$ cat src/rtl/core/rsd_pkg.sv
// ----------------------------------------------------------------------------
// rsd_pkg
// Shared widths, constants and the per-item context of the stick conditioner.
// ----------------------------------------------------------------------------
package rsd_pkg;

  // full-scale stick deflection
  localparam int unsigned FULL_SCALE = 32767;

  // register reset values
  localparam logic [14:0] AXIS_DZ_RST   = 15'd7849;
  localparam logic [14:0] RADIAL_DZ_RST = 15'd7849;

  // register indexes (word address bit 2)
  localparam logic REG_AXIS_DZ   = 1'b0;
  localparam logic REG_RADIAL_DZ = 1'b1;

  // datapath widths
  localparam int unsigned SQ_W        = 48;  // radicand, squared length in q.16
  localparam int unsigned ROOT_W      = 24;  // length in q.8
  localparam int unsigned REM_W       = 24;  // divider remainder and divisor
  localparam int unsigned QUO_W       = 15;  // divider quotient
  localparam int unsigned SQRT_STAGES = ROOT_W;
  localparam int unsigned DIV_STAGES  = QUO_W;

  // accept to result strobe, in cycles
  localparam int unsigned LATENCY = 8 + SQRT_STAGES + 2 * DIV_STAGES;

  localparam logic [ROOT_W-1:0] FULL_Q8  = ROOT_W'(FULL_SCALE << 8);
  localparam logic [QUO_W-1:0]  TILT_MAX = QUO_W'(FULL_SCALE);

  // context that travels with each item
  typedef struct packed {
    logic              sign_x;
    logic              sign_y;
    logic [15:0]       ax;
    logic [15:0]       ay;
    logic [ROOT_W-1:0] magq;
    logic              live;
    logic              pushed;
    logic              sat;
    logic [QUO_W-1:0]  tilt;
  } ctx_t;

endpackage

$ cat src/rtl/core/rsd_sqrt.sv
// ----------------------------------------------------------------------------
// rsd_sqrt
// Pipelined integer square root, one result bit per stage.
// ----------------------------------------------------------------------------
module rsd_sqrt (
  input  logic                        clk_i,
  input  logic                        rst_ni,
  input  logic                        valid_i,
  input  logic [rsd_pkg::SQ_W-1:0]    rad_i,
  input  rsd_pkg::ctx_t               ctx_i,
  output logic                        valid_o,
  output logic [rsd_pkg::ROOT_W-1:0]  root_o,
  output rsd_pkg::ctx_t               ctx_o
);

  localparam int unsigned N = rsd_pkg::SQRT_STAGES;
  localparam int unsigned W = rsd_pkg::SQ_W;

  logic          v_q   [N];
  logic [W-1:0]  n_q   [N];
  logic [W-1:0]  res_q [N];
  rsd_pkg::ctx_t ctx_q [N];

  for (genvar k = 0; k < N; k++) begin : g_stage
    localparam logic [W-1:0] BIT = W'(1) << (W - 2 - 2 * k);
    logic          v_in;
    logic [W-1:0]  n_in, res_in, trial, n_nx, res_nx;
    rsd_pkg::ctx_t ctx_in;

    if (k == 0) begin : g_first
      assign v_in   = valid_i;
      assign n_in   = rad_i;
      assign res_in = '0;
      assign ctx_in = ctx_i;
    end else begin : g_next
      assign v_in   = v_q[k-1];
      assign n_in   = n_q[k-1];
      assign res_in = res_q[k-1];
      assign ctx_in = ctx_q[k-1];
    end

    // trial subtract of the next root bit
    always_comb begin
      trial = res_in + BIT;
      if (n_in >= trial) begin
        n_nx   = n_in - trial;
        res_nx = (res_in >> 1) + BIT;
      end else begin
        n_nx   = n_in;
        res_nx = res_in >> 1;
      end
    end

    always_ff @(posedge clk_i or negedge rst_ni) begin
      if (!rst_ni) begin
        v_q[k] <= 1'b0;
      end else begin
        v_q[k] <= v_in;
      end
    end

    always_ff @(posedge clk_i) begin
      n_q[k]   <= n_nx;
      res_q[k] <= res_nx;
      ctx_q[k] <= ctx_in;
    end
  end

  assign valid_o = v_q[N-1];
  assign root_o  = res_q[N-1][rsd_pkg::ROOT_W-1:0];
  assign ctx_o   = ctx_q[N-1];

endmodule

$ cat config.mk
export PLATFORM = sky130hd
export DESIGN_NAME = rsd_sqrt
export DESIGN_NICKNAME = d
export VERILOG_FILES = /design/src/rtl/core/rsd_pkg.sv /design/src/rtl/core/rsd_sqrt.sv
export SDC_FILE = /design/constraint.sdc
export NUM_CORES = 2
export LEC_CHECK = 0
export BUFFER_PORTS_ARGS = -buffer_cell sky130_fd_sc_hd__buf_2
export CAP_MARGIN = 20
export CORE_AREA = 2 2 432 391
export CTS_BUF_LIST = sky130_fd_sc_hd__clkbuf_8
export DETAILED_ROUTE_END_ITERATION = 16
export DIE_AREA = 0 0 434 393
export GPL_TIMING_DRIVEN = 0
export PLACE_DENSITY_LB_ADDON = 0.12
export SYNTH_ARGS = -nofsm -noshare
export SYNTH_HDL_FRONTEND = slang
export SYNTH_MEMORY_MAX_BITS = 65536
export SYNTH_SLANG_ARGS = --single-unit
$ cat constraint.sdc
create_clock -name clk_i -period 3.5 [get_ports clk_i]
set_clock_uncertainty 0.2 [all_clocks]
set_input_delay 0.7 -clock clk_i [delete_from_list [all_inputs] [get_ports clk_i]]
set_output_delay 0.7 -clock clk_i [all_outputs]
set_load 0.02 [all_outputs]
==> reports/metrics.yaml <==
outcome: "finished clean"
post_layout_nonfiller_instances: 10800
fillCellCount: 12600
fin_setup_tns_ps: 0
synth.top_cells.by_area: "sky130_fd_sc_hd__dfxtp_1 (71%), sky130_fd_sc_hd__ha_1 (4.4%), sky130_fd_sc_hd__xnor2_1 (2.4%)"
synthDominantAreaCellType: "sky130_fd_sc_hd__dfxtp_1"
die_w_um: 434
overflow: 0
most-common-layout-cells: "sky130_fd_sc_hd__dfxtp_1 (3224), sky130_fd_sc_hd__clkbuf_8 (607), sky130_fd_sc_hd__inv_1 (548), sky130_fd_sc_hd__nor2_1 (365), sky130_fd_sc_hd__a21oi_1 (338)"
worst_skew_pair.late_latency_ps: 1050
core_area_mm2: 0.166
initial_utilization_pct: 54.7
cts-root-to-sink-buffers: 4
timing.critical_path.fanout_max: 5
drt_drc_violations_left: 0
cts.clk_slew.worst_paths_ps: 60
worstSetupEndpointType: "register"
register_area_mm2: 0.0652
io_buffers: 227
yosysWarnings: 0
netlist-cell-type-count: 83
final_layout_size_suffix_gt1_share_pct: 14.5
postRouteAntennaNets: 0
timing.critical_path.slowest_stage_cell: "sky130_fd_sc_hd__or4_4"
row_count: 142
syn-mean-instance-area_um2: 12.5
timing_worst_setup_path_type: "reg -> reg"
seq_area_frac_synth_pct: 71.8
drt_pass1_iterations: 5
most_frequent_standard_cell_in_the_layout_excluding_fill_and_tap_cells: "sky130_fd_sc_hd__dfxtp_1"
timing_max_transition_violations_final: 0
crit_top_cell: "sky130_fd_sc_hd__or3_4"
dieHeight_um: 393
ir_drop_mv: 0.512
clockRootBuffer: "sky130_fd_sc_hd__clkbuf_8"
fmax_ghz: 0.288
final_nets: 8621
synth_edf_count: 0
cp_cell_sequence: "or3_4 > or4_4 > or4_4 > or3_4 > or3_4 > o21bai_4 > buf_8 > mux2_4"
power_total_w: 0.0891
detail_route.vias_per_cell: 4.87
cts_tree: "done"
cap_viol_max_count: 0
h-tree-depth: 5
worstHoldPathType: "reg -> reg"
tightest_slew_ps: 862
routedWlPerCell_um: 15.8
grt_start_max_net_pins: 25
cp.required_ps: 4150
tritoncts_num_sinks: 3252
power_leakage_nw: 48.6
synth_nets: 7689
cp_bufs_invs: 1
power_per_cell_area_mw_per_mm2: 828
grt_use_total_pct: 19.9
cts_made_buffers: 463
globalplace.congestion: 0.892
asyncSetResetFlopFracSynth_pct: 0.738
final_min_period_over_clock_period_pct: 99.3
max_stage_delay_ps: 460
finalSetupViolations: 0
synth_largest_type_area_fraction_pct: 71.2
post_placement_cell_count: 9703
multi_input_gate_area_mm2: 0.0238
routed-via-count: 52500
die-area_mm2: 0.171
postSynthCellCount: 7240
period_minus_slack_ps: 3480
synthFlopType: "sky130_fd_sc_hd__dfxtp_1"
hold_slack_ps: 33.6
critical_path_arrival_ps: 4120
number_of_global_route_vias_before_repair: 52600
totalWireLength_um: 170000
dp.final_hpwl_um: 117000
area_delta_synth_final_pct: 18.5
max-slew-margin-rel_pct: 42.4
antenna_violations_before_repair: 6
num_io_pins: 228
post_synth_instance_area_mm2: 0.0908
hold_viol: 0
crit_family: "simple AND/OR/NAND/NOR gates"
synth_seq_cells: 3252
drt_iter0_drc: 3222
grt_setup_unrepaired: "true"
critical_path_start_type: "register"
grt_pass1_wl_um: 272000
sequential cells by signal (all words and copies together) (netlist names):
| name | flops |
|---|---|
| n_q | 1104 |
| g_stage.v_in | 23 |
| ctx_q | 1824 |
| valid_o | 1 |
| res_q | 300 |
per-stage QoR:
step	instance area [µm²]	utilization (%)	setup WS, ps
finish	108000	64.9	23.8
global route	108000	64.9	-64.3
CTS	107000	64.6	5.11
detailed placement	94800	57.1	-1210
global placement	94700	57.1	-1230
floorplan	90800	-	142
worst reg2reg max path: stages, from the launching register on:
cell	delay (ps)
sky130_fd_sc_hd__dfxtp_2	320
sky130_fd_sc_hd__or3_4	380
sky130_fd_sc_hd__or4_4	470
sky130_fd_sc_hd__or4_4	450
sky130_fd_sc_hd__or3_4	410
sky130_fd_sc_hd__or3_4	370
sky130_fd_sc_hd__o21bai_4	260
sky130_fd_sc_hd__buf_8	200
sky130_fd_sc_hd__mux2_4	290
cells by family (layout without fill, tap and decap cells):
family	Yosys count	in the layout	share of synthesized area [%]
xor+xnor	485	485	4.68
other cells	0	8	0
buf+inv	578	1869	2.72
flops	3252	3252	71.8
fa+ha+maj	322	322	4.44
simple gates	1564	1564	8.90
mux	55	55	0.690
compound gates	984	984	6.76
layout make-up:
class,count,area share (%)
clock buffer,607,7.76
tap,2232,2.59
timing repair buffer,476,3.33
antenna,8,0.0186
clock inverter,217,1.29
inverter,404,1.41
sequential,3252,60.6
multi-input combinational,3410,22.1
buffer,165,0.933
worst paths after layout:
kind / from / to / slack [ps] / cells past startpoint
max: n_q[1][275] / n_q[1][315] / 20 / 8
min: ctx_q[0][474] / ctx_q[0][550] / 30 / 0
max reg2reg: n_q[1][275] / n_q[1][315] / 20 / 8
min reg2reg: ctx_q[0][474] / ctx_q[0][550] / 30 / 0
max in group asynchronous: rst_ni / valid_o / 2400 / 4
min in group asynchronous: rst_ni / g_stage[3].v_in / 500 / 4
routing by layer:
metal	share of wire (%)	global-route usage, %
met5	0	0
met4	2.5	6.91
met3	5.2	3.96
met2	44	31.0
met1	49	27.6
report_power, final:
group	total [W]	leakage, nW	internal (W)	switching [W]
Combinational	0.0140	15.5	0.00621	0.00776
Clock	0.0298	5.59	0.0168	0.0130
Sequential	0.0453	27.4	0.0419	0.00340
Total	0.0891	48.6	0.0649	0.0242
synthesized netlist by cell type, types with 76 or more instances:
library cell,instances
sky130_fd_sc_hd__a21oi_1,342
sky130_fd_sc_hd__dfxtp_1,3228
sky130_fd_sc_hd__nand2_1,313
sky130_fd_sc_hd__ha_1,322
sky130_fd_sc_hd__xnor2_1,251
sky130_fd_sc_hd__xor2_1,234
sky130_fd_sc_hd__nor4_1,207
sky130_fd_sc_hd__buf_4,76
sky130_fd_sc_hd__a21o_1,107
sky130_fd_sc_hd__nand3_1,95
sky130_fd_sc_hd__clkbuf_1,85
sky130_fd_sc_hd__o21ai_0,209
sky130_fd_sc_hd__inv_1,403
sky130_fd_sc_hd__nor2_1,367
sky130_fd_sc_hd__nor3_1,150
sky130_fd_sc_hd__nand4_1,78
repair_timing:
action	in CTS	in global routing
hold buffers	221	0
endpoints found under the setup margin	305	286
hold endpoints to repair	150	0
gates resized for setup	104	103
buffers inserted	11	12
cloned	1	0
pin swaps	9	17
No activity file was read; power rests on OpenSTA's default activity.
