## src/rtl/core/rsd_pkg.sv

```systemverilog
// ----------------------------------------------------------------------------
// rsd_pkg
// Shared widths, constants and the per-item context of the stick conditioner.
// ----------------------------------------------------------------------------
package rsd_pkg;

  // full-scale stick deflection
  localparam int unsigned FULL_SCALE = 32767;

  // register reset values
  localparam logic [14:0] AXIS_DZ_RST   = 15'd7849;
  localparam logic [14:0] RADIAL_DZ_RST = 15'd7849;

  // register indexes (word address bit 2)
  localparam logic REG_AXIS_DZ   = 1'b0;
  localparam logic REG_RADIAL_DZ = 1'b1;

  // datapath widths
  localparam int unsigned SQ_W        = 48;  // radicand, squared length in q.16
  localparam int unsigned ROOT_W      = 24;  // length in q.8
  localparam int unsigned REM_W       = 24;  // divider remainder and divisor
  localparam int unsigned QUO_W       = 15;  // divider quotient
  localparam int unsigned SQRT_STAGES = ROOT_W;
  localparam int unsigned DIV_STAGES  = QUO_W;

  // accept to result strobe, in cycles
  localparam int unsigned LATENCY = 8 + SQRT_STAGES + 2 * DIV_STAGES;

  localparam logic [ROOT_W-1:0] FULL_Q8  = ROOT_W'(FULL_SCALE << 8);
  localparam logic [QUO_W-1:0]  TILT_MAX = QUO_W'(FULL_SCALE);

  // context that travels with each item
  typedef struct packed {
    logic              sign_x;
    logic              sign_y;
    logic [15:0]       ax;
    logic [15:0]       ay;
    logic [ROOT_W-1:0] magq;
    logic              live;
    logic              pushed;
    logic              sat;
    logic [QUO_W-1:0]  tilt;
  } ctx_t;

endpackage

```

## src/rtl/core/rsd_div.sv

```systemverilog
// ----------------------------------------------------------------------------
// rsd_div
// Pipelined restoring divider, one quotient bit per stage.
// ----------------------------------------------------------------------------
module rsd_div (
  input  logic                       clk_i,
  input  logic                       rst_ni,
  input  logic                       valid_i,
  input  logic [rsd_pkg::REM_W-1:0]  rem_i,
  input  logic [rsd_pkg::QUO_W-1:0]  low_i,
  input  logic [rsd_pkg::REM_W-1:0]  div_i,
  input  rsd_pkg::ctx_t              ctx_i,
  output logic                       valid_o,
  output logic [rsd_pkg::QUO_W-1:0]  quo_o,
  output rsd_pkg::ctx_t              ctx_o
);

  localparam int unsigned N  = rsd_pkg::DIV_STAGES;
  localparam int unsigned RW = rsd_pkg::REM_W;
  localparam int unsigned QW = rsd_pkg::QUO_W;

  logic          v_q   [N];
  logic [RW-1:0] rem_q [N];
  logic [QW-1:0] low_q [N];
  logic [RW-1:0] div_q [N];
  logic [QW-1:0] quo_q [N];
  rsd_pkg::ctx_t ctx_q [N];

  for (genvar k = 0; k < N; k++) begin : g_stage
    logic          v_in, ge;
    logic [RW-1:0] rem_in, div_in, rem_nx;
    logic [QW-1:0] low_in, quo_in;
    logic [RW:0]   t, diff;
    rsd_pkg::ctx_t ctx_in;

    if (k == 0) begin : g_first
      assign v_in   = valid_i;
      assign rem_in = rem_i;
      assign low_in = low_i;
      assign div_in = div_i;
      assign quo_in = '0;
      assign ctx_in = ctx_i;
    end else begin : g_next
      assign v_in   = v_q[k-1];
      assign rem_in = rem_q[k-1];
      assign low_in = low_q[k-1];
      assign div_in = div_q[k-1];
      assign quo_in = quo_q[k-1];
      assign ctx_in = ctx_q[k-1];
    end

    // shift in the next dividend bit and try the subtract
    always_comb begin
      t      = {rem_in, low_in[QW-1]};
      diff   = t - {1'b0, div_in};
      ge     = (t >= {1'b0, div_in});
      rem_nx = ge ? diff[RW-1:0] : t[RW-1:0];
    end

    always_ff @(posedge clk_i or negedge rst_ni) begin
      if (!rst_ni) begin
        v_q[k] <= 1'b0;
      end else begin
        v_q[k] <= v_in;
      end
    end

    always_ff @(posedge clk_i) begin
      rem_q[k] <= rem_nx;
      low_q[k] <= {low_in[QW-2:0], 1'b0};
      div_q[k] <= div_in;
      quo_q[k] <= {quo_in[QW-2:0], ge};
      ctx_q[k] <= ctx_in;
    end
  end

  assign valid_o = v_q[N-1];
  assign quo_o   = quo_q[N-1];
  assign ctx_o   = ctx_q[N-1];

endmodule

```

## config.mk

```make
export PLATFORM = sky130hd
export DESIGN_NAME = rsd_div
export DESIGN_NICKNAME = d
export VERILOG_FILES = /design/src/rtl/core/rsd_pkg.sv /design/src/rtl/core/rsd_div.sv
export SDC_FILE = /design/constraint.sdc
export NUM_CORES = 2
export LEC_CHECK = 0
export BUFFER_PORTS_ARGS = -buffer_cell sky130_fd_sc_hd__buf_2
export CAP_MARGIN = 10
export CELL_PAD_IN_SITES_DETAIL_PLACEMENT = 1
export CELL_PAD_IN_SITES_GLOBAL_PLACEMENT = 1
export CORE_UTILIZATION = 50
export CTS_BUF_LIST = sky130_fd_sc_hd__clkbuf_4
export CTS_CLUSTER_SIZE = 28
export DETAILED_ROUTE_END_ITERATION = 7
export PLACE_DENSITY_LB_ADDON = 0.1
export SLEW_MARGIN = 20
export SYNTH_ARGS = -nofsm -noshare
export SYNTH_HDL_FRONTEND = slang
export SYNTH_SLANG_ARGS = --single-unit
```

## constraint.sdc

```tcl
create_clock -name clk_i -period 5.25 [get_ports clk_i]
set_clock_uncertainty 0.1 [all_clocks]
set_input_delay 0.2625 -clock clk_i [delete_from_list [all_inputs] [get_ports clk_i]]
set_output_delay 0.2625 -clock clk_i [all_outputs]
set_load 0.01 [all_outputs]
```

==> Flow_metrics.wiki <==
{| class="wikitable"
! Metric !! Value
|-
| Clock tree from TritonCTS || done
|-
| Number of buffers inserted by post-CTS setup repair || 0
|-
| Sequential element share of the synthesized area || between 60 and 70%
|-
| Top cell type's share of synthesized area || 64.7%
|-
| Die area || 127000 sq um
|-
| Number of storage elements in the synthesis netlist || 2052
|-
| Number of violations reported at the end of detailed-routing iteration 0 || approximately 2400
|-
| Worst Max-Slew Pin Slew || 1000 ps
|-
| Post-Synthesis Net Count || 5881
|-
| Outcome || finished with violations
|-
| Worst min-delay path category || reg2reg
|-
| Power per Cell Area || 628 nW/um^2
|-
| IR drop worst, VDD || 0.382 mV
|-
| EDFF count, synth || 0
|-
| Class of the most critical setup path || in2reg
|-
| Post-layout power || 48.0 mW
|-
| Kind of start point of the critical path || primary input
|-
| Total DRC errors in the routed layout || 0
|-
| HPWL Detailed || 91.9 mm
|-
| Count of cells along the worst register-to-register path || 11
|-
| Arrival time of the worst setup path || 6940 ps
|-
| Type of element capturing the critical path || flop
|-
| Slew Limit Fails || 0
|-
| CTS sink cnt || 2052
|-
| Core region area || ~120000 sq um
|-
| Cell count after synthesis || ~5400
|-
| Area Growth Syn to Fin || 21.3%
|-
| Average wire per cell in the routed design || 20.6 microns
|-
| Fraction of synthesis flops using an asynchronous set or reset pin || 0.731%
|-
| Data required time of the worst path || 6430 ps
|-
| Violations in the final reports || setup timing
|-
| Netlist Area Pre-Place || between 60000 and 70000 sq um
|-
| Final RePlAce weighted congestion || 0.886
|-
| Fin nets || 6949
|-
| Synth Flop Type || dfxtp_1
|-
| Slew Limit Headroom || a little under a third
|-
| Reg clk slew, reported paths || 110 ps
|-
| Number of violations of the max-capacitance limit || 0
|-
| Number of hold buffers added after CTS || 414
|-
| DRT Pass-1 Iters || 7
|-
| Synth warnings || 0
|-
| Part of the cycle the worst path needs || 110%
|-
| Standby leakage power || 35.1 nW
|-
| Effective utilization at floorplan || 50.7%
|-
| Proportion of layout cells with a drive suffix above 1 || 17.1%
|-
| Aggregate global-route resource usage || 26.0%
|-
| First-pass GRT wire length || approximately 260 mm
|-
| Total CTS buffers || 490
|-
| Count of different cell masters after synthesis || 80
|-
| Cell types occupying the most area after synthesis || dfxtp_1 (65%), ha_1 (7.1%), inv_1 (2.7%)
|-
| Overflow left after global routing || 0
|-
| Maximum number of pins on one net before global-route repair || 47
|-
| Die Ht || 357 microns
|-
| Worst-Skew Late Latency || 1320 ps
|-
| Post-layout min period || 5770 ps
|-
| Mean instance size in the synthesized netlist || about 12 sq um
|-
| Peak clock frequency supported by timing || 0.173 GHz
|-
| Cts repair resizes || 0
|-
| Number of global-route vias before repair || 46978
|-
| Cell accounting for the most synthesized area || dfxtp_1
|-
| X dimension of the die || 357 microns
|-
| Antenna-violating nets left || 0
|-
| Setup-violating endpoint count in the final report || 14
|-
| Worst slack, placed || around 1400 ps
|-
| Port Buffers || 233
|-
| Hold Violations, Final || 0
|-
| Vias || 42862
|-
| Slack of the critical path || -517 ps
|-
| Library cell used as clock root buffer || clkbuf_4
|-
| Max Fanout on Critical Path || 15
|-
| Number of levels the H-tree was split into || 5
|-
| I/O pin cnt || 234
|-
| Fraction of the core area covered by cells at the end of the flow || between 60 and 70%
|-
| Placement Rows || between 100 and 150
|-
| Mean number of vias per cell || 5.07
|-
| Initial antenna violation count || 7
|-
| Hold-critical path depth || 0
|-
| Clk buf depth || 4
|-
| Wire length after detailed routing || 174 mm
|}
-- flip-flops by register name, summed over array words and instances, names as in the netlist --
register / flops
div_q: 336
g_stage.v_in: 14
low_q: 105
ctx_q: 1140
rem_q: 336
valid_o: 1
quo_q: 120
-- stage by stage --
| step | hold slack, ps | cells | instance area [sq um] | TNS (ps) |
|---|---|---|---|---|
| floorplan | -133 | 5365 | 63000 | 0 |
| global placement | 60.4 | 7163 | 66100 | 0 |
| detailed placement | 76.8 | 7163 | 66100 | 0 |
| CTS | 5.23 | 8438 | 76400 | 0 |
| global route | 87.2 | 8452 | 76400 | -349 |
| finish | 138 | 8454 | 76400 | -1010 |
-- critical path: stages --
cell           delay, ps
dlygate4sd3_1        520
dlygate4sd3_1        550
buf_2                120
dlygate4sd3_1        650
inv_1                230
ha_1                 360
o31ai_1              570
a21oi_1              220
o211ai_1             390
a21oi_1              180
o21ai_0              490
nor2_1               150
o32ai_4              410
buf_8                280
mux2i_1              850
dlygate4sd3_1        680
-- layout by cell type, fill, tap and decap left out, types with 10 or more instances in the layout --
cell type and count:
nor3_1 39, a21o_1 156, buf_4 17, o21bai_1 29
nand2b_1 44, nand4_1 57, o31a_1 12, o21a_1 47
nor2b_1 62, dfrtp_1 15, clkinv_1 95, clkbuf_4 737
dfxtp_1 2037, and3_1 36, and4_1 10, and2_1 17
a211o_1 11, xor2_1 109, xnor2_1 160, ha_1 360
inv_1 460, a21oi_1 337, diode_2 15, mux2i_1 13
clkinv_2 14, fa_1 14, a211oi_1 26, dlygate4sd3_1 414
o211ai_1 20, nand3_1 71, a31oi_1 37, mux2_2 116
buf_2 233, a21boi_0 19, nor2_1 243, or3_1 18
nand2_1 262, o31ai_1 28, o21ai_0 266
-- per-layer routing --
layer,vias to the layer above,part of all wire [%],GRT usage [%]
li1,20534,-,-
met1,20603,40,28.9
met2,1230,51,47.5
met3,495,4.1,4.94
met4,0,4.1,12.6
met5,-,0,0
-- Yosys cell counts, types with 6 or more instances --
| library cell | number |
|---|---|
| a2111oi_0 | 8 |
| a211o_1 | 11 |
| a211oi_1 | 26 |
| a21boi_0 | 19 |
| a21o_1 | 156 |
| a21oi_1 | 340 |
| a221o_1 | 8 |
| a311oi_1 | 6 |
| a31o_2 | 8 |
| a31oi_1 | 37 |
| a41oi_1 | 6 |
| and2_1 | 17 |
| and3_1 | 36 |
| and4_1 | 10 |
| buf_2 | 12 |
| clkbuf_1 | 70 |
| dfrtp_1 | 15 |
| dfxtp_1 | 2037 |
| fa_1 | 14 |
| ha_1 | 360 |
| inv_1 | 460 |
| mux2_1 | 9 |
| mux2_2 | 116 |
| mux2i_1 | 13 |
| nand2_1 | 262 |
| nand2b_1 | 44 |
| nand3_1 | 71 |
| nand4_1 | 57 |
| nor2_1 | 243 |
| nor2b_1 | 62 |
| nor3_1 | 39 |
| nor3b_1 | 6 |
| nor4_1 | 8 |
| o2111ai_1 | 9 |
| o211ai_1 | 20 |
| o21a_1 | 47 |
| o21ai_0 | 266 |
| o21bai_1 | 29 |
| o31a_1 | 12 |
| o31ai_1 | 28 |
| or2_2 | 7 |
| or3_1 | 18 |
| xnor2_1 | 160 |
| xor2_1 | 109 |
-- area by class of cell --
cell class / count / area, sq um
fill: 12893 / 47900
sequential: 2052 / 41200
multi-input combinational: 2764 / 19900
clock buffer: 737 / 5530
timing repair buffer: 665 / 5450
tap: 1637 / 2050
inverter: 460 / 1730
clock inverter: 124 / 611
antenna: 15 / 37.5
-- cells by family after synthesis --
family          count (synthesis)  synth area share, %
compound gates               1085                 10.8
xor+xnor                      269                 3.74
fa+ha+maj                     374                 7.59
buf+inv                       549                 3.32
flops                        2052                 65.3
mux                           138                 2.44
simple gates                  898                 6.83
-- report_power, final --
group / switching [mW] / leakage [nW] / internal, mW
logic: 8.45 / 14.1 / 6.66
clock network: 6.81 / 3.69 / 6.58
registers: 1.36 / 17.4 / 18.1
total: 16.6 / 35.1 / 31.4
-- path summary, 6_finish.rpt --
| kind | start | to | slack (ps) |
|---|---|---|---|
| worst min-delay path | ctx_q[2][32] | ctx_q[3][32] | 140 |
| min in group asynchronous | rst_ni | g_stage[6].v_in | 500 |
| worst max-delay path | div_i[2] | rem_q[0][1] | -520 |
| max in group asynchronous | rst_ni | g_stage[12].v_in | 4080 |
| worst max register to register | div_q[0][1] | rem_q[0][42] | 1220 |
| worst min register to register | ctx_q[2][32] | ctx_q[3][32] | 140 |
Power figures use the tool's default switching activity.
